**config.mk**
```make
export PLATFORM = sky130hd
export DESIGN_NAME = sed_back_flat
export DESIGN_NICKNAME = d
export VERILOG_FILES = /design/src/design/sed_pkg.sv /design/src/design/sed_if.sv /design/src/design/sed_back.sv /design/src/flat_wrapper.sv
export SDC_FILE = /design/constraint.sdc
export NUM_CORES = 1
export LEC_CHECK = 0
export ABC_AREA = 1
export BUFFER_PORTS_ARGS = -buffer_cell sky130_fd_sc_hd__buf_2
export CORE_UTILIZATION = 55
export CTS_CLUSTER_SIZE = 24
export DETAILED_ROUTE_END_ITERATION = 6
export PLACE_DENSITY_LB_ADDON = 0.08
export SYNTH_ARGS = -nofsm -noshare
export SYNTH_HDL_FRONTEND = slang
export SYNTH_SLANG_ARGS = --single-unit
```
**constraint.sdc**
```tcl
create_clock -name i_clk -period 10.65 [get_ports i_clk]
set_clock_uncertainty 0.1 [all_clocks]
set_input_delay 1.065 -clock i_clk [delete_from_list [all_inputs] [get_ports i_clk]]
set_output_delay 1.065 -clock i_clk [all_outputs]
set_load 0.01 [all_outputs]
```
**src/design/sed_pkg.sv**
```systemverilog
// sed_pkg: shared constants, types and the endpoint test for the skeleton endpoint detector
// depends on nothing; used by every other file of the block but sed_ram
package sed_pkg;

    localparam int MAX_WIDTH  = 2048;
    localparam int MAX_HEIGHT = 4096;
    localparam int COL_W      = $clog2(MAX_WIDTH);
    localparam int ROW_W      = $clog2(MAX_HEIGHT);
    localparam int PIX_W      = 8;
    localparam int WREG_W     = 12;
    localparam int HREG_W     = 13;
    localparam int CFG_IDX_W  = 4;
    localparam int CFG_DATA_W = 13;

    localparam logic [PIX_W-1:0] WHITE_LEVEL = 8'd255;

    localparam logic [CFG_IDX_W-1:0] REG_IMAGE_WIDTH  = 4'd0;
    localparam logic [CFG_IDX_W-1:0] REG_IMAGE_HEIGHT = 4'd1;

    localparam logic [WREG_W-1:0] WIDTH_RESET  = 12'd640;
    localparam logic [HREG_W-1:0] HEIGHT_RESET = 13'd480;

    // job queue between front and back
    localparam int QDEPTH = 8;
    localparam int Q_AW   = $clog2(QDEPTH);
    localparam int QCNT_W = Q_AW + 1;

    // one job: a window and the centers it reports
    // mask bit order: (r-1,c-1), (r-1,c), (r,c-1), (r,c)
    typedef struct packed {
        logic [8:0]       win;
        logic [ROW_W-1:0] row;
        logic [COL_W-1:0] col;
        logic [3:0]       mask;
        logic             frame_end;
    } t_job;

    typedef struct packed {
        logic [QCNT_W-1:0] count;
        logic              empty;
    } t_q_stat;

    // window bit at row slot y, column slot x; slots past 2 are outside
    function automatic logic win_bit(input logic [8:0] win, input logic [2:0] y,
                                     input logic [2:0] x);
        logic [3:0] idx;
        idx = 4'(x * 3 + y);
        if (y > 3'd2 || x > 3'd2) begin
            return 1'b0;
        end
        return win[idx];
    endfunction

    function automatic logic endpoint_at(input logic [8:0] win, input logic [1:0] y,
                                         input logic [1:0] x);
        logic [3:0] n;
        logic [2:0] yy;
        logic [2:0] xx;
        n = '0;
        if (!win_bit(win, {1'b0, y}, {1'b0, x})) begin
            return 1'b0;
        end
        for (int dy = 0; dy < 3; dy++) begin
            for (int dx = 0; dx < 3; dx++) begin
                yy = {1'b0, y} + 3'(dy) - 3'd1;
                xx = {1'b0, x} + 3'(dx) - 3'd1;
                if (!(dy == 1 && dx == 1)) begin
                    n = n + {3'b000, win_bit(win, yy, xx)};
                end
            end
        end
        return (n == 4'd1);
    endfunction

endpackage

```
**src/design/sed_if.sv**
```systemverilog


interface sed_res_if;
    logic                       valid;
    logic                       ready;
    logic [sed_pkg::ROW_W-1:0]  center_row;
    logic [sed_pkg::COL_W-1:0]  center_col;
    logic                       is_endpoint;
    logic                       last_of_run;
    logic                       frame_done;

    modport source (output valid, output center_row, output center_col,
                    output is_endpoint, output last_of_run, output frame_done,
                    input ready);
    modport sink   (input valid, input center_row, input center_col,
                    input is_endpoint, input last_of_run, input frame_done,
                    output ready);
endinterface


```
**src/design/sed_back.sv**
```systemverilog
// sed_back: expands jobs into output-register results, one per cycle unless stalled
// depends on sed_pkg and sed_if
module sed_back (
    input  logic             i_clk,
    input  logic             i_rst_n,
    input  sed_pkg::t_q_stat i_qstat,
    input  sed_pkg::t_job    i_job,
    output logic             o_pop,
    sed_res_if.source        o_res
);
    import sed_pkg::*;

    logic             r_busy;
    t_job             r_job;
    logic [3:0]       r_mask;
    logic             r_ov;
    logic [ROW_W-1:0] r_row;
    logic [COL_W-1:0] r_col;
    logic             r_ep;
    logic             r_last;
    logic             r_fdone;

    logic             emit;
    logic [3:0]       low;
    logic [3:0]       rem;
    logic [1:0]       sel;
    logic [1:0]       ys;
    logic [1:0]       xs;

    assign emit = r_busy && (!r_ov || o_res.ready);
    assign low  = r_mask & (~r_mask + 4'd1);
    assign rem  = r_mask & ~low;

    always_comb begin
        unique case (low)
            4'b0001: sel = 2'd0;
            4'b0010: sel = 2'd1;
            4'b0100: sel = 2'd2;
            4'b1000: sel = 2'd3;
            default: sel = 2'd0;
        endcase
    end

    // slot bit 1 picks the centre row, bit 0 the centre column
    assign ys = sel[1] ? 2'd2 : 2'd1;
    assign xs = sel[0] ? 2'd2 : 2'd1;

    assign o_pop = !i_qstat.empty && (!r_busy || (emit && rem == 4'd0));

    assign o_res.valid       = r_ov;
    assign o_res.center_row  = r_row;
    assign o_res.center_col  = r_col;
    assign o_res.is_endpoint = r_ep;
    assign o_res.last_of_run = r_last;
    assign o_res.frame_done  = r_fdone;

    always_ff @(posedge i_clk) begin
        if (!i_rst_n) begin
            r_busy <= 1'b0;
            r_ov   <= 1'b0;
        end else begin
            if (o_pop) begin
                r_busy <= 1'b1;
            end else if (emit && rem == 4'd0) begin
                r_busy <= 1'b0;
            end
            if (emit) begin
                r_ov <= 1'b1;
            end else if (o_res.ready) begin
                r_ov <= 1'b0;
            end
        end
    end

    always_ff @(posedge i_clk) begin
        if (o_pop) begin
            r_job  <= i_job;
            r_mask <= i_job.mask;
        end else if (emit) begin
            r_mask <= rem;
        end
        if (emit) begin
            r_row   <= sel[1] ? r_job.row : r_job.row - ROW_W'(1);
            r_col   <= sel[0] ? r_job.col : r_job.col - COL_W'(1);
            r_ep    <= endpoint_at(r_job.win, ys, xs);
            r_last  <= (rem == 4'd0);
            r_fdone <= (rem == 4'd0) && r_job.frame_end;
        end
    end

    a_busy_has_work: assert property (@(posedge i_clk) disable iff (!i_rst_n)
        r_busy |-> (r_mask != 4'd0))
        else $error("back busy with no result left");

    a_frame_done_last: assert property (@(posedge i_clk) disable iff (!i_rst_n)
        (o_res.valid && o_res.frame_done) |-> o_res.last_of_run)
        else $error("frame end not on the last result of its item");

endmodule

```
**src/flat_wrapper.sv**
```systemverilog
// flat-port wrapper written by rule: the top's interface ports become plain ports
module sed_back_flat import sed_pkg::*;
  (i_clk, i_rst_n, i_qstat, i_job, o_pop, o_res_valid, o_res_center_row, o_res_center_col, o_res_is_endpoint, o_res_last_of_run, o_res_frame_done, o_res_ready);
  sed_res_if o_res_i ();
  input  logic i_clk;
  input  logic i_rst_n;
  input  sed_pkg::t_q_stat i_qstat;
  input  sed_pkg::t_job i_job;
  output logic o_pop;
  output wire logic [$bits(o_res_i.valid)-1:0] o_res_valid;
  output wire logic [$bits(o_res_i.center_row)-1:0] o_res_center_row;
  output wire logic [$bits(o_res_i.center_col)-1:0] o_res_center_col;
  output wire logic [$bits(o_res_i.is_endpoint)-1:0] o_res_is_endpoint;
  output wire logic [$bits(o_res_i.last_of_run)-1:0] o_res_last_of_run;
  output wire logic [$bits(o_res_i.frame_done)-1:0] o_res_frame_done;
  input wire logic [$bits(o_res_i.ready)-1:0] o_res_ready;
  assign o_res_valid = o_res_i.valid;
  assign o_res_center_row = o_res_i.center_row;
  assign o_res_center_col = o_res_i.center_col;
  assign o_res_is_endpoint = o_res_i.is_endpoint;
  assign o_res_last_of_run = o_res_i.last_of_run;
  assign o_res_frame_done = o_res_i.frame_done;
  assign o_res_i.ready = o_res_ready;
  sed_back u_core (.i_clk(i_clk), .i_rst_n(i_rst_n), .i_qstat(i_qstat), .i_job(i_job), .o_pop(o_pop), .o_res(o_res_i));
endmodule
```
==> flow_summary.ini <==
[timing]
grt_setup_unrepaired = no
fmax_mhz = 181
finalMaxSlewViolations = 0
fin_setup_tns_ns = 0
fin_ws_ns = 5.13
slew_headroom_pct = 61.8
min_period_ns = 5.52
min_period_over_period_pct = 51.8
worst_slew_pin_slew_ns = 0.568
hold_viol = 0
finalSetupViolations = 0

[final_layout]
fill_cells = 524
area_growth_syn_to_layout_pct = 17.6
final_nets = 501
insertedDiodeCount = 0
layout.cells.non_filler = 514
drive_gt1_share_pct = 25.2
final_area_sq_um = 4210

[power]
power_density_nw_per_um2 = 230
cell_internal_pwr_w = 0.000591
p_seq_share_pct = 34.2
p_leak_nw = 1.92
ir_drop_uv = 192
p_comb_share_pct = 44.5
clkPwrFrac_pct = 21.3
switchingPower_w = 0.000375
switching_share_pct = 38.8

[setup_path]
start_kind = register
worst-setup-path-type = reg2reg
r2r_start = u_core.r_mask[2]
cp_max_fo = 17
worstPathRequired_ns = 10.77
critPathMaxStageDelay_ns = 0.54
cp_slowest_cell = ha_1
arrival_ns = 5.64
timing.rr.end = u_core.o_res.is_endpoint
ff2ff_path_depth = 24
reg2reg_setup_slack_ns = 5.13
path_cells = inv_1 -> nand2_2 -> nand2_2 -> nand2_4 -> ha_1 -> inv_1 -> o21ai_0 -> nand2_1 -> nand3_1 -> o21ai_1 -> a21oi_1 -> fa_1 -> inv_1 -> ha_1 -> fa_1 -> ha_1 -> ha_1 -> ha_1 -> ha_1 -> inv_1 -> nand3_1 -> nor2_1 -> nand2_1 -> nor2_1
path_common_cell = ha_1
end_kind = register

[global_routing]
track_usage_pct = 19.3
antenna_found_initial = 0
grt_max_degree = 38
grt_overflow = 0
grt_pass1_wl_um = 9490
grt_pass1_vias = 2224

[die]
die_height_um = 82.6
core_area_sq_um = 6310
rows = 29
dieArea_sq_um = 6830
start_util_pct = 56.6
ios = 73
fp.dieW_um = 82.6

[routing]
first_iter_violations = 85
first_pass_iters = 5
drc_errors = 0
avgViaCountPerCell = 4.92
vias = 2531
wl_per_cell_um = 11.7
drt_wl_total_um = 6040
ant_nets = 0

[logic_synthesis]
muxShareOfSynthArea_pct = 0.315
synthesis.nets = 423
ys_ff_latch = 65
synth_ff_type = edfxtp_1
synth_area_sq_um = 3580
avgSynthCellArea_sq_um = 10.1
yosys.area_share.simple_pct = 22.2
yosysMostFrequentCell = nand2_1
synth-compound-area-share_pct = 4.44
synth_area_leader_cell = edfxtp_1
yosysSeqAreaShare_pct = 54.0
synth_cell_types = 34
synth_xor_area_share_pct = 4.41
synth_area_leaders = edfxtp_1 53%, nand2_1 8.5%, ha_1 7.7%
synthCells = 354
async_flop_share_pct = 0
synth_edf_count = 63
synth_top_family_by_area = simple AND/OR/NAND/NOR gates
yosysWarnings = 0
synth_adder_area_share_pct = 8.82
synth_top_area_share_pct = 52.9
synthTopCellsByCount = 81 x nand2_1, 63 x edfxtp_1, 50 x inv_1, 34 x nor2_1, 26 x nand3_1

[clock_network]
cts_sinks = 65
postCtsSetupBuffers = 0
clock_latency_ns = 0.34
cts_buffer_depth = 2
ctsResizeCount = 0
cts_tree = done
clkTransAtPathRegs_ns = 0.08
cts_buffers = 9
htreeDepth = 3
cts_hold_repair.buffers = 0
root_buffer = clkbuf_8

[place]
port_buffers = 68
place_congestion = 0.880
placed_cells = 498
place_ws_ns = 5.15
place_area_sq_um = 4010
post-dp-hpwl_um = 4510

[min_path]
hold_class = reg2reg
hold_depth = 2
min-delay-start = u_core.r_busy
min_to = u_core.r_busy

[outcome]
status = completed

[flow_run]
maxCapViolations = 0
==> worst max-delay path by stage <==
| stage | from | end | slack (ns) | cells past startpoint |
|---|---|---|---|---|
| floorplan | u_core.r_mask[2] | u_core.o_res.is_endpoint | 5.75 | 25 |
| global placement | u_core.r_mask[2] | u_core.o_res.is_endpoint | 5.23 | 24 |
| detailed placement | u_core.r_mask[2] | u_core.o_res.is_endpoint | 5.15 | 24 |
| CTS | u_core.r_mask[2] | u_core.o_res.is_endpoint | 5.12 | 24 |
| global route | u_core.r_mask[2] | u_core.o_res.is_endpoint | 4.69 | 24 |
| finish | u_core.r_mask[2] | u_core.o_res.is_endpoint | 5.13 | 24 |
==> critical path: cells and delay by family, from the launching register on <==
kind | cells | cell delay, ns
buffers and inverters | 4 | 0.44
flip-flops | 1 | 0.47
adder cells (fa/ha/maj) | 8 | 2.93
AND/OR/NAND/NOR | 9 | 0.77
AO/OA/AOI/OAI | 3 | 0.66
==> through the flow <==
stage          power [W]  hold slack (ns)  utilization [%]
4_1_cts         0.000975            0.425             66.6
3_5_place_dp    0.000767            0.415             63.6
3_3_place_gp    0.000750            0.385             63.6
5_1_grt          0.00106            0.444             66.6
6_report        0.000966            0.418             66.6
2_1_floorplan   0.000676            0.374                -
==> power by group through the flow <==
stage / Clock [W] / Combinational, W / Sequential, W
6_report: 0.000206 / 0.000430 / 0.000331
5_1_grt: 0.000221 / 0.000505 / 0.000335
4_1_cts: 0.000211 / 0.000433 / 0.000331
3_5_place_dp: 0 / 0.000431 / 0.000336
3_3_place_gp: 0 / 0.000414 / 0.000335
2_1_floorplan: 0 / 0.000335 / 0.000341
==> state kept, by name (all words and copies together), names as in the netlist <==
register / flops
u_core.r_mask: 4
u_core.r_busy: 1
u_core.o_res.valid: 1
u_core.o_res.last_of_run: 1
u_core.r_job: 33
u_core.o_res.center_col: 11
u_core.o_res.center_row: 12
u_core.o_res.frame_done: 1
u_core.o_res.is_endpoint: 1
==> cell type report <==
class / instances / area [sq um] / share of cell area (%)
Clock buffer: 9 / 124 / 2.94
Tap cell: 77 / 96.3 / 2.29
Timing Repair Buffer: 69 / 348 / 8.27
Sequential cell: 65 / 1930 / 45.9
Inverter: 52 / 196 / 4.67
Clock inverter: 7 / 70.1 / 1.67
Multi-Input combinational cell: 235 / 1440 / 34.2
==> kinds of logic after synthesis <==
| kind of cell | after synthesis |
|---|---|
| compound gates | 27 |
| xor+xnor | 18 |
| mux | 1 |
| flops | 65 |
| simple gates | 165 |
| fa+ha+maj | 24 |
| buf+inv | 54 |
==> layout by cell type, fill, tap and decap left out, drive strengths merged, types with 2 or more instances in the layout <==
cell type	count
a31oi	2
nand3	28
fa	2
inv	52
ha	22
edfxtp	63
nand3b	3
o21ai	19
dfxtp	2
nor2	37
nand4	4
a21oi	5
clkbuf	9
buf	69
nand2	87
nor4	2
xor2	14
nor3	4
clkinv	6
xnor2	4
==> routing by layer <==
metal	up-vias	share of wire [%]	wire [um]	track usage, %
met2	62	50	3050	33.6
met3	10	4.7	282	4.84
met5	-	0	0	0
li1	1332	-	-	-
met4	0	1.8	107	9.31
met1	1127	43	2600	22.2
No activity file was read; power rests on OpenSTA's default activity.
