===== src/design/sed_pkg.sv =====
// sed_pkg: shared constants, types and the endpoint test for the skeleton endpoint detector
// depends on nothing; used by every other file of the block but sed_ram
package sed_pkg;

    localparam int MAX_WIDTH  = 2048;
    localparam int MAX_HEIGHT = 4096;
    localparam int COL_W      = $clog2(MAX_WIDTH);
    localparam int ROW_W      = $clog2(MAX_HEIGHT);
    localparam int PIX_W      = 8;
    localparam int WREG_W     = 12;
    localparam int HREG_W     = 13;
    localparam int CFG_IDX_W  = 4;
    localparam int CFG_DATA_W = 13;

    localparam logic [PIX_W-1:0] WHITE_LEVEL = 8'd255;

    localparam logic [CFG_IDX_W-1:0] REG_IMAGE_WIDTH  = 4'd0;
    localparam logic [CFG_IDX_W-1:0] REG_IMAGE_HEIGHT = 4'd1;

    localparam logic [WREG_W-1:0] WIDTH_RESET  = 12'd640;
    localparam logic [HREG_W-1:0] HEIGHT_RESET = 13'd480;

    // job queue between front and back
    localparam int QDEPTH = 8;
    localparam int Q_AW   = $clog2(QDEPTH);
    localparam int QCNT_W = Q_AW + 1;

    // one job: a window and the centers it reports
    // mask bit order: (r-1,c-1), (r-1,c), (r,c-1), (r,c)
    typedef struct packed {
        logic [8:0]       win;
        logic [ROW_W-1:0] row;
        logic [COL_W-1:0] col;
        logic [3:0]       mask;
        logic             frame_end;
    } t_job;

    typedef struct packed {
        logic [QCNT_W-1:0] count;
        logic              empty;
    } t_q_stat;

    // window bit at row slot y, column slot x; slots past 2 are outside
    function automatic logic win_bit(input logic [8:0] win, input logic [2:0] y,
                                     input logic [2:0] x);
        logic [3:0] idx;
        idx = 4'(x * 3 + y);
        if (y > 3'd2 || x > 3'd2) begin
            return 1'b0;
        end
        return win[idx];
    endfunction

    function automatic logic endpoint_at(input logic [8:0] win, input logic [1:0] y,
                                         input logic [1:0] x);
        logic [3:0] n;
        logic [2:0] yy;
        logic [2:0] xx;
        n = '0;
        if (!win_bit(win, {1'b0, y}, {1'b0, x})) begin
            return 1'b0;
        end
        for (int dy = 0; dy < 3; dy++) begin
            for (int dx = 0; dx < 3; dx++) begin
                yy = {1'b0, y} + 3'(dy) - 3'd1;
                xx = {1'b0, x} + 3'(dx) - 3'd1;
                if (!(dy == 1 && dx == 1)) begin
                    n = n + {3'b000, win_bit(win, yy, xx)};
                end
            end
        end
        return (n == 4'd1);
    endfunction

endpackage


===== src/design/sed_queue.sv =====
// sed_queue: short job queue between the front and the back
// depends on sed_pkg
module sed_queue (
    input  logic             i_clk,
    input  logic             i_rst_n,
    input  logic             i_push,
    input  sed_pkg::t_job    i_job,
    input  logic             i_pop,
    output sed_pkg::t_job    o_job,
    output sed_pkg::t_q_stat o_stat
);
    import sed_pkg::*;

    t_job              r_mem [QDEPTH];
    logic [Q_AW-1:0]   r_wr_ptr;
    logic [Q_AW-1:0]   r_rd_ptr;
    logic [QCNT_W-1:0] r_count;

    assign o_job        = r_mem[r_rd_ptr];
    assign o_stat.count = r_count;
    assign o_stat.empty = (r_count == '0);

    always_ff @(posedge i_clk) begin
        if (!i_rst_n) begin
            r_wr_ptr <= '0;
            r_rd_ptr <= '0;
            r_count  <= '0;
        end else begin
            if (i_push) begin
                r_wr_ptr <= r_wr_ptr + Q_AW'(1);
            end
            if (i_pop) begin
                r_rd_ptr <= r_rd_ptr + Q_AW'(1);
            end
            r_count <= r_count + QCNT_W'(i_push) - QCNT_W'(i_pop);
        end
    end

    always_ff @(posedge i_clk) begin
        if (i_push) begin
            r_mem[r_wr_ptr] <= i_job;
        end
    end

    a_no_pop_empty: assert property (@(posedge i_clk) disable iff (!i_rst_n)
        i_pop |-> (r_count != '0))
        else $error("pop from an empty queue");

endmodule


===== config.mk =====
export PLATFORM = sky130hd
export DESIGN_NAME = sed_queue
export DESIGN_NICKNAME = d
export VERILOG_FILES = /design/src/design/sed_pkg.sv /design/src/design/sed_queue.sv
export SDC_FILE = /design/constraint.sdc
export NUM_CORES = 1
export LEC_CHECK = 0
export ABC_AREA = 1
export BUFFER_PORTS_ARGS = -buffer_cell sky130_fd_sc_hd__buf_2
export CAP_MARGIN = 15
export CORE_MARGIN = 2
export CORE_UTILIZATION = 40
export DETAILED_ROUTE_END_ITERATION = 7
export SYNTH_ARGS = -nofsm -noshare
export SYNTH_HDL_FRONTEND = slang
export SYNTH_SLANG_ARGS = --single-unit
export TNS_END_PERCENT = 1

===== constraint.sdc =====
create_clock -name i_clk -period 6.87 [get_ports i_clk]
set_clock_uncertainty 0.2 [all_clocks]
set_input_delay 1.0305 -clock i_clk [delete_from_list [all_inputs] [get_ports i_clk]]
set_output_delay 1.0305 -clock i_clk [all_outputs]
set_load 0.01 [all_outputs]

==> flow_metrics.env, run 1 <==
export IMPL_status="finished, final reports clean"
export IMPL_layout_common_cells="494 x nand2_1, 311 x inv_1, 296 x edfxtp_1"
export IMPL_avgRoutedWirePerCell_um=14.9
export IMPL_drive_gt1_frac=0.106
export IMPL_start_util=0.405
export IMPL_row_count=67
export IMPL_drt_wl_total_um=28500
export IMPL_rsz0062_at_grt="no"
export IMPL_switching_power_w=0.00103
export IMPL_p_per_area_nw_per_um2=282
export IMPL_drt_iter0_drc=582
export IMPL_tightest_slew_ns=0.961
export IMPL_fp_dieH_um=188
export IMPL_ys_warn_count=0
export IMPL_p_int_w=0.00332
export IMPL_power_frac_clock=0.403
export IMPL_cts_root_buf="clkbuf_16"
export IMPL_ys_types=18
export IMPL_setup_viol=0
export IMPL_syn_instance_count=1360
export IMPL_cts_tree="yes"
export IMPL_die_w_um=188
export IMPL_cp_data_arrival_time_ns=3.07
export IMPL_synth_seq_cells=309
export IMPL_gp_congestion=0.728
export IMPL_holdBufCountCts=0
export IMPL_synthToLayoutAreaGrowth_pct=13.8
export IMPL_cp_num_buf_inv=4
export IMPL_slew_limit_headroom=0.359
export IMPL_critPathCaptureType="primary output"
export IMPL_syn_area_um2=13500
export IMPL_dp_hpwl_um=14500
export IMPL_grt_max_degree=149
export IMPL_clock_path_buffers=3
export IMPL_syn_nets=1409
export IMPL_final_min_clock_period_ns=4.30
export IMPL_viasPerCell=4.49
export IMPL_drc=0
export IMPL_path_max_fanout=75
export IMPL_pwr_share_seq=0.493
export IMPL_htreeDepth=2
export IMPL_design_final_nets=1484
export IMPL_slew_viol_final=0
export IMPL_post_cts_repair_setup_buffers=0
export IMPL_crit_chain="buf_4, inv_2, buf_4, nand3_1, nand2_1, nand2_1, nand2_1, buf_2"
export IMPL_worstPathRequired_ns=5.64
export IMPL_leakagePower_nw=7.06
export IMPL_start_kind="register"
export IMPL_finalCritPeriodShare=0.625
export IMPL_firstDrtPassIters=4
export IMPL_grt_pass1_vias=8538
export IMPL_worstSkewPairLatency_ns=0.51
export IMPL_drv_cap=0
export IMPL_clk_pin_slew_worst_paths_ns=0.06
export IMPL_num_io_pins=83
export IMPL_coreArea_um2=33400
export IMPL_die_area_um2=35300
export IMPL_port_buffers=82
export IMPL_track_usage=0.165
export IMPL_hold_viol_final=0
export IMPL_hp_class="register to register"
export IMPL_fmax_ghz=0.233
export IMPL_critPathTopFamily="buffers and inverters"
export IMPL_cp_slowest_stage_delay_ns=0.72
export IMPL_crit_path_frequent_cell="nand2_1"
export IMPL_tns_ns=0
export IMPL_via_count=8558
export IMPL_synth_seq_area_share=0.676
export IMPL_antenna_found_initial=2
export IMPL_p_sw_frac=0.237
export IMPL_grt_pass1_wl_um=45600
export IMPL_final_core_util=0.461
export IMPL_slowest_stage="buf_4"
export IMPL_ir_drop_uv=160
export IMPL_grt_overflow=0
export IMPL_total_power_w=0.00435
export IMPL_pwr_share_comb=0.104
export IMPL_syn_mean_instance_area_um2=9.96
export IMPL_final_common_cell="nand2_1"
export IMPL_cts_inserted_buffers=34
export IMPL_critPathKind="register to primary output"
export IMPL_cts_resized=0
export IMPL_drt_antenna_violating_nets=0
export IMPL_clock_sinks=309
export IMPL_fillers=3045
==> layout make-up <==
type                    instances  area (um^2)  share of cell area
flip-flops and latches        309         9160               0.594
multi-input cells             681         2910               0.189
inverters                     314         1180              0.0768
clock buffers                  46          917              0.0595
well taps                     448          561              0.0364
repair buffers                 95          528              0.0343
clock inverters                13          156              0.0102
diodes                          1         2.50            0.000162
==> cells in the mapped netlist (all sizes together) <==
cell,count,share of area
fa,1,0.0015
nand2,494,0.14
edfxtp,296,0.66
inv,314,0.087
clkbuf,3,0.00083
buf,53,0.027
dfxtp,13,0.019
or2,2,0.00092
ha,7,0.0065
xnor2,1,0.00065
nand3,150,0.055
a21oi,7,0.0026
nor2,15,0.0042
o21ai,4,0.0015
==> tightest hold or removal path: stages, from the launching register on <==
cell and delay (ns):
dfxtp_1 0.33, nand2_1 0.07, a21oi_1 0.06
==> metrics by stage <==
| step | setup WS [ns] | instances | hold slack, ns | cell area, um^2 |
|---|---|---|---|---|
| 2_1_floorplan | 3.28 | 1360 | 0.269 | 13500 |
| 3_3_place_gp | 3.06 | 1846 | 0.283 | 14300 |
| 3_5_place_dp | 3.05 | 1846 | 0.303 | 14300 |
| 4_1_cts | 2.49 | 1905 | 0.311 | 15400 |
| 5_1_grt | 2.33 | 1907 | 0.344 | 15400 |
| 6_report | 2.57 | 1907 | 0.306 | 15400 |
==> metal layers <==
layer	up-vias	wire length, um	global-route usage
met4	2	686	0.0533
met5	-	11	0
li1	4363	-	-
met1	3970	12600	0.211
met2	172	13900	0.287
met3	51	1300	0.0275
==> cell families (layout without fill, tap and decap cells) <==
logic type / after synthesis / count (layout) / share of synthesized area
buf+inv: 370 / 468 / 0.114
flops: 309 / 309 / 0.676
compound gates: 11 / 11 / 0.00406
xor+xnor: 1 / 1 / 0.000647
simple gates: 661 / 661 / 0.197
fa+ha+maj: 8 / 8 / 0.00795
other cells: 0 / 1 / 0
==> state kept, by name, indices dropped and copies added (netlist names), named ones only <==
register,cells
r_count,4
r_rd_ptr,3
r_mem,296
r_wr_ptr,3
==> power by group through the flow <==
stage          registers, W  clock network [W]  logic, W
2_1_floorplan       0.00217                  0  0.000315
3_3_place_gp        0.00218                  0  0.000453
3_5_place_dp        0.00218                  0  0.000459
4_1_cts             0.00215            0.00179  0.000461
5_1_grt             0.00215            0.00187  0.000522
6_report            0.00215            0.00175  0.000452
==> worst paths after layout <==
path	startpoint	endpoint	slack [ns]	cells after the start
setup reg to reg	r_wr_ptr[0]	r_mem[0][23]	4.45	3
setup / recovery	register	o_job[19]	2.57	8
hold reg to reg	r_wr_ptr[0]	r_wr_ptr[0]	0.31	2
hold / removal	r_wr_ptr[0]	r_wr_ptr[0]	0.31	2
No activity file was read; power rests on OpenSTA's default activity.
==> run 2, diff against run 1 <==
==> constraint.sdc (replaced) <==
create_clock -name i_clk -period 4.31 [get_ports i_clk]
set_clock_uncertainty 0.2 [all_clocks]
set_input_delay 0.6465 -clock i_clk [delete_from_list [all_inputs] [get_ports i_clk]]
set_output_delay 0.6465 -clock i_clk [all_outputs]
set_load 0.01 [all_outputs]
==> run 2 against run 1 <==
Combinational power rose by 66%. Worst hold slack got worse by 0.10 ns. Sequential share of layout area fell by 0.36 points. Flip-flop and latch count did not move. Global-route usage rose by 0.49 points. Critical endpoint is now o_job[7]. Die area did not move. Critical path type unchanged. Highest routed layer unchanged. Total power rose by 62%. Design area rose by 0.62%. Setup slack got worse by 1.4 ns. Wire length rose by 4.6%.
==> flow_metrics.env, run 2 (synthesis results as in run 1) <==
export IMPL_htreeDepth=2
export IMPL_hp_class="primary input to register"
export IMPL_power_frac_clock=0.411
export IMPL_ff2ff_setup_slack_ns=2.08
export IMPL_antenna_found_initial=3
export IMPL_path_max_fanout=28
export IMPL_drt_iter0_drc=545
export IMPL_placed_cell_area_um2=14400
export IMPL_leakagePower_nw=7.10
export IMPL_critPathKind="register to primary output"
export IMPL_switching_power_w=0.00169
export IMPL_p_per_area_nw_per_um2=455
export IMPL_cts_root_buf="clkbuf_16"
export IMPL_rsz0062_at_grt="no"
export IMPL_cts_tree="yes"
export IMPL_gp_congestion=0.706
export IMPL_cts_resized=0
export IMPL_tightest_slew_ns=0.987
export IMPL_viasPerCell=4.55
export IMPL_ir_drop_uv=228
export IMPL_worstPathRequired_ns=3.46
export IMPL_grt_pass1_vias=8585
export IMPL_hold_viol_final=0
export IMPL_firstDrtPassIters=5
export IMPL_row_count=67
export IMPL_drt_antenna_violating_nets=0
export IMPL_min_from="i_job[19]"
export IMPL_track_usage=0.170
export IMPL_dp_hpwl_um=15900
export IMPL_holdWs_ns=0.206
export IMPL_slew_viol_final=0
export IMPL_drive_gt1_frac=0.108
export IMPL_critPathCaptureType="primary output"
export IMPL_hold_depth=1
export IMPL_post_cts_repair_setup_buffers=0
export IMPL_p_int_w=0.00537
export IMPL_grt_max_degree=149
export IMPL_cts_inserted_buffers=35
export IMPL_final_core_util=0.464
export IMPL_die_area_um2=35300
export IMPL_fillers=3098
export IMPL_layout_common_cells="494 x nand2_1, 311 x inv_1, 296 x edfxtp_1"
export IMPL_drt_wl_total_um=29800
export IMPL_drc=0
export IMPL_port_buffers=82
export IMPL_largest_register_ffs=296
export IMPL_start_util=0.405
export IMPL_clock_sinks=309
export IMPL_final_common_cell="nand2_1"
export IMPL_pwr_share_comb=0.106
export IMPL_largestRegisters="r_mem x296, r_count x4"
export IMPL_rr_endpoint="r_mem[3][5]"
export IMPL_finalCritPeriodShare=0.729
export IMPL_worstSkewPairLatency_ns=0.49
export IMPL_final_min_clock_period_ns=3.14
export IMPL_clk_pin_slew_worst_paths_ns=0.06
export IMPL_fp_dieH_um=188
export IMPL_regMostFlops="r_mem"
export IMPL_clock_path_buffers=3
export IMPL_avgRoutedWirePerCell_um=15.6
export IMPL_via_count=8700
export IMPL_die_w_um=188
export IMPL_pwr_share_seq=0.483
export IMPL_tns_ns=0
export IMPL_fin_area_um2=15500
export IMPL_p_sw_frac=0.239
export IMPL_synthToLayoutAreaGrowth_pct=14.5
export IMPL_coreArea_um2=33400
export IMPL_design_final_nets=1489
export IMPL_min_to="r_mem[1][19]"
export IMPL_setup_viol=0
export IMPL_reg2reg_depth=3
export IMPL_start_kind="register"
export IMPL_holdBufCountCts=0
export IMPL_worstReg2RegStart="r_wr_ptr[0]"
export IMPL_fmax_ghz=0.318
export IMPL_status="finished, final reports clean"
export IMPL_slew_limit_headroom=0.341
export IMPL_num_io_pins=83
export IMPL_cp_data_arrival_time_ns=2.29
export IMPL_drv_cap=0
export IMPL_grt_pass1_wl_um=47000
export IMPL_grt_overflow=0
-- run 2: changes by cell type in the layout (fill, tap and decap cells not counted), sizes merged --
cell    change
buf         +4
bufinv      +1
diode       +1
-- run 2: worst max path at each step --
stage,endpoint,slack [ns],cells past startpoint
2_1_floorplan,r_mem[0][0],1.10,3
3_3_place_gp,o_job[0],1.59,7
3_5_place_dp,r_mem[2][30],1.58,5
4_1_cts,o_job[0],1.05,7
5_1_grt,o_job[0],1.03,6
6_report,o_job[7],1.17,6
-- run 2: layout make-up --
cell class	instances	area, um^2	share of cell area
clock buffers	46	927	0.0598
inverters	314	1180	0.0763
repair buffers	99	583	0.0376
diodes	2	5.00	0.000323
well taps	448	561	0.0362
multi-input cells	681	2910	0.187
clock inverters	14	184	0.0119
flip-flops and latches	309	9160	0.591
-- run 2: power by group through the flow --
stage,clock network [W],logic (W),registers (W)
2_1_floorplan,0,0.000503,0.00347
3_3_place_gp,0,0.000746,0.00347
3_5_place_dp,0,0.000756,0.00347
4_1_cts,0.00296,0.000760,0.00341
5_1_grt,0.00307,0.000856,0.00342
6_report,0.00290,0.000749,0.00341
-- run 2: worst max-delay path, cell delays in order (launching register included) --
cell     delay [ns]
dfxtp_2        0.75
buf_4          0.46
nand3_1        0.13
nand2_1        0.08
nand2_1        0.05
nand2_1        0.16
buf_2          0.16
-- run 2: per-layer routing --
metal	track usage	vias up	part of all wire
met5	0	-	0.00044
met4	0.0491	2	0.023
met3	0.0298	54	0.044
met2	0.293	170	0.48
met1	0.221	4082	0.45
li1	-	4392	-
-- run 2: stage by stage --
| stage | instances | total power, W | setup WS [ns] |
|---|---|---|---|
| detailed placement | 1850 | 0.00423 | 1.58 |
| floorplan | 1360 | 0.00397 | 1.10 |
| global placement | 1850 | 0.00422 | 1.59 |
| global route | 1912 | 0.00734 | 1.03 |
| finish | 1913 | 0.00706 | 1.17 |
| CTS | 1910 | 0.00713 | 1.05 |
==> run 3, diff against run 2 <==
==> constraint.sdc (replaced) <==
create_clock -name i_clk -period 2.7 [get_ports i_clk]
set_clock_uncertainty 0.2 [all_clocks]
set_input_delay 0.405 -clock i_clk [delete_from_list [all_inputs] [get_ports i_clk]]
set_output_delay 0.405 -clock i_clk [all_outputs]
set_load 0.01 [all_outputs]
==> run 3 against run 2 <==
Utilization rose by 1.9 points. Non-clock buffer count rose by 46. Clock-buffer cell count fell by 4. Setup slack got worse by 1.0 ns. Final cell count rose by 2.4%. Clock power rose by 64%. Worst hold slack got worse by 0.18 ns. Global-route usage fell by 0.39 points. Flip-flop and latch count did not move. Design area rose by 4.1%. Sequential power rose by 59%. Largest cell class unchanged. Largest power group unchanged. Highest routed layer is now met4.
==> flow_metrics.env, run 3 (synthesis results as in run 1) <==
export IMPL_drive_gt1_frac=0.113
export IMPL_clk_pin_slew_worst_paths_ns=0.06
export IMPL_design_final_nets=1534
export IMPL_routed_top_layer="met4"
export IMPL_drt_wl_total_um=29000
export IMPL_grt_overflow=0
export IMPL_min_from="i_push"
export IMPL_reg2reg_depth=8
export IMPL_worstPathRequired_ns=2.10
export IMPL_coreArea_um2=33400
export IMPL_status="finished, final reports clean"
export IMPL_wl_met3_um=1250
export IMPL_via_count=8856
export IMPL_fin_area_um2=16100
export IMPL_finalCritPeriodShare=0.955
export IMPL_track_usage=0.166
export IMPL_dp_hpwl_um=15500
export IMPL_placed_cell_area_um2=14600
export IMPL_row_count=67
export IMPL_wl_met1_um=12800
export IMPL_drt_iter0_drc=501
export IMPL_final_core_util=0.483
export IMPL_fp_dieH_um=188
export IMPL_wl_met2_um=14400
export IMPL_grt_max_degree=75
export IMPL_setup_viol=0
export IMPL_num_antenna_cells=0
export IMPL_gp_congestion=0.698
export IMPL_hp_class="primary input to register"
export IMPL_hold_depth=3
export IMPL_min_to="r_wr_ptr[2]"
export IMPL_viasPerCell=4.52
export IMPL_critPathKind="register to primary output"
export IMPL_avgRoutedWirePerCell_um=14.8
export IMPL_total_power_w=0.0115
export IMPL_leakagePower_nw=7.37
export IMPL_crit_chain="inv_6, buf_12, nand2_1, nand3_1, nand2_1, nand2_1, nand2_1, buf_2"
export IMPL_cts_tree="yes"
export IMPL_antenna_found_initial=0
export IMPL_largest_register_ffs=296
export IMPL_drc=0
export IMPL_die_area_um2=35300
export IMPL_drt_antenna_violating_nets=0
export IMPL_hold_viol_final=0
export IMPL_cp_slowest_stage_delay_ns=0.38
export IMPL_fmax_ghz=0.388
export IMPL_rr_endpoint="r_count[2]"
export IMPL_slew_limit_headroom=0.569
export IMPL_num_io_pins=83
export IMPL_critPathCaptureType="primary output"
export IMPL_grt_pass1_wl_um=45800
export IMPL_start_kind="register"
export IMPL_crit_path_frequent_cell="nand2_1"
export IMPL_cp_data_arrival_time_ns=1.97
export IMPL_tightest_slew_ns=0.646
export IMPL_ff2ff_setup_slack_ns=0.82
export IMPL_path_max_fanout=54
export IMPL_slowest_stage="dfxtp_4"
export IMPL_port_buffers=82
export IMPL_start_util=0.405
export IMPL_final_common_cell="nand2_1"
export IMPL_worstReg2RegStart="r_count[0]"
export IMPL_worstSkewPairLatency_ns=0.50
export IMPL_cts_root_buf="clkbuf_16"
export IMPL_firstDrtPassIters=4
export IMPL_synthToLayoutAreaGrowth_pct=19.2
export IMPL_final_min_clock_period_ns=2.58
export IMPL_clock_path_buffers=3
export IMPL_cts_inserted_buffers=34
export IMPL_htreeDepth=2
export IMPL_largestRegisters="r_mem x296, r_count x4"
export IMPL_clock_sinks=309
export IMPL_ir_drop_uv=481
export IMPL_slew_viol_final=0
export IMPL_die_w_um=188
export IMPL_p_per_area_nw_per_um2=711
export IMPL_layout_common_cells="494 x nand2_1, 311 x inv_1, 296 x edfxtp_1"
export IMPL_drv_cap=0
export IMPL_grt_pass1_vias=8522
export IMPL_regMostFlops="r_mem"
[run 3: metal layers]
layer,track usage,vias to the layer above
met2,0.292,179
met1,0.218,4161
met4,0.0415,0
met5,0,-
met3,0.0240,45
li1,-,4471
[run 3: what timing repair did]
| action | CTS | global route |
|---|---|---|
| hold buffers | 39 | 0 |
| buffers inserted | 0 | 0 |
| setup endpoints to repair | 0 | 27 |
| gates resized for setup | 0 | 2 |
| endpoints found under the hold margin | 294 | 0 |
[run 3: worst max path at each step]
stage,startpoint,endpoint,slack [ns],cells past startpoint
floorplan,i_push,r_mem[0][0],-0.27,3
global placement,i_push,r_mem[6][29],0.56,5
detailed placement,i_push,r_mem[6][30],0.55,5
CTS,register,o_job[7],0.04,8
global route,register,o_job[7],-0.0008,8
finish,register,o_job[7],0.12,8
[run 3: worst max-delay path, delay by kind of cell, from the launching register on]
| family | cells | cell delay, ns |
|---|---|---|
| buffers and inverters | 3 | 0.65 |
| DFF | 1 | 0.38 |
| and+or+nand+nor | 5 | 0.41 |
[run 3: power breakdown]
part           internal [W]  switching (W)  leakage (nW)  total [W]
Clock               0.00296        0.00181         0.566    0.00477
Combinational      0.000454       0.000825          4.01    0.00128
Sequential          0.00539      0.0000439          2.80    0.00543
[run 3: layout make-up]
cell class,instances,area [um^2]
fill,3042,17300
sequential,309,9160
multi-input combinational,681,2910
inverter,314,1180
timing repair buffer,145,1170
clock buffer,42,902
tap,448,561
clock inverter,19,262
[run 3: metrics by stage]
step	hold slack, ns	setup TNS, ns	setup slack (ns)	instances
4_1_cts	0.000626	0	0.0375	1958
3_5_place_dp	0.301	0	0.550	1858
6_report	0.0219	0	0.120	1958
5_1_grt	0.0403	-0.000777	-0.000777	1958
2_1_floorplan	0.269	-39.69	-0.267	1360
3_3_place_gp	0.287	0	0.562	1858
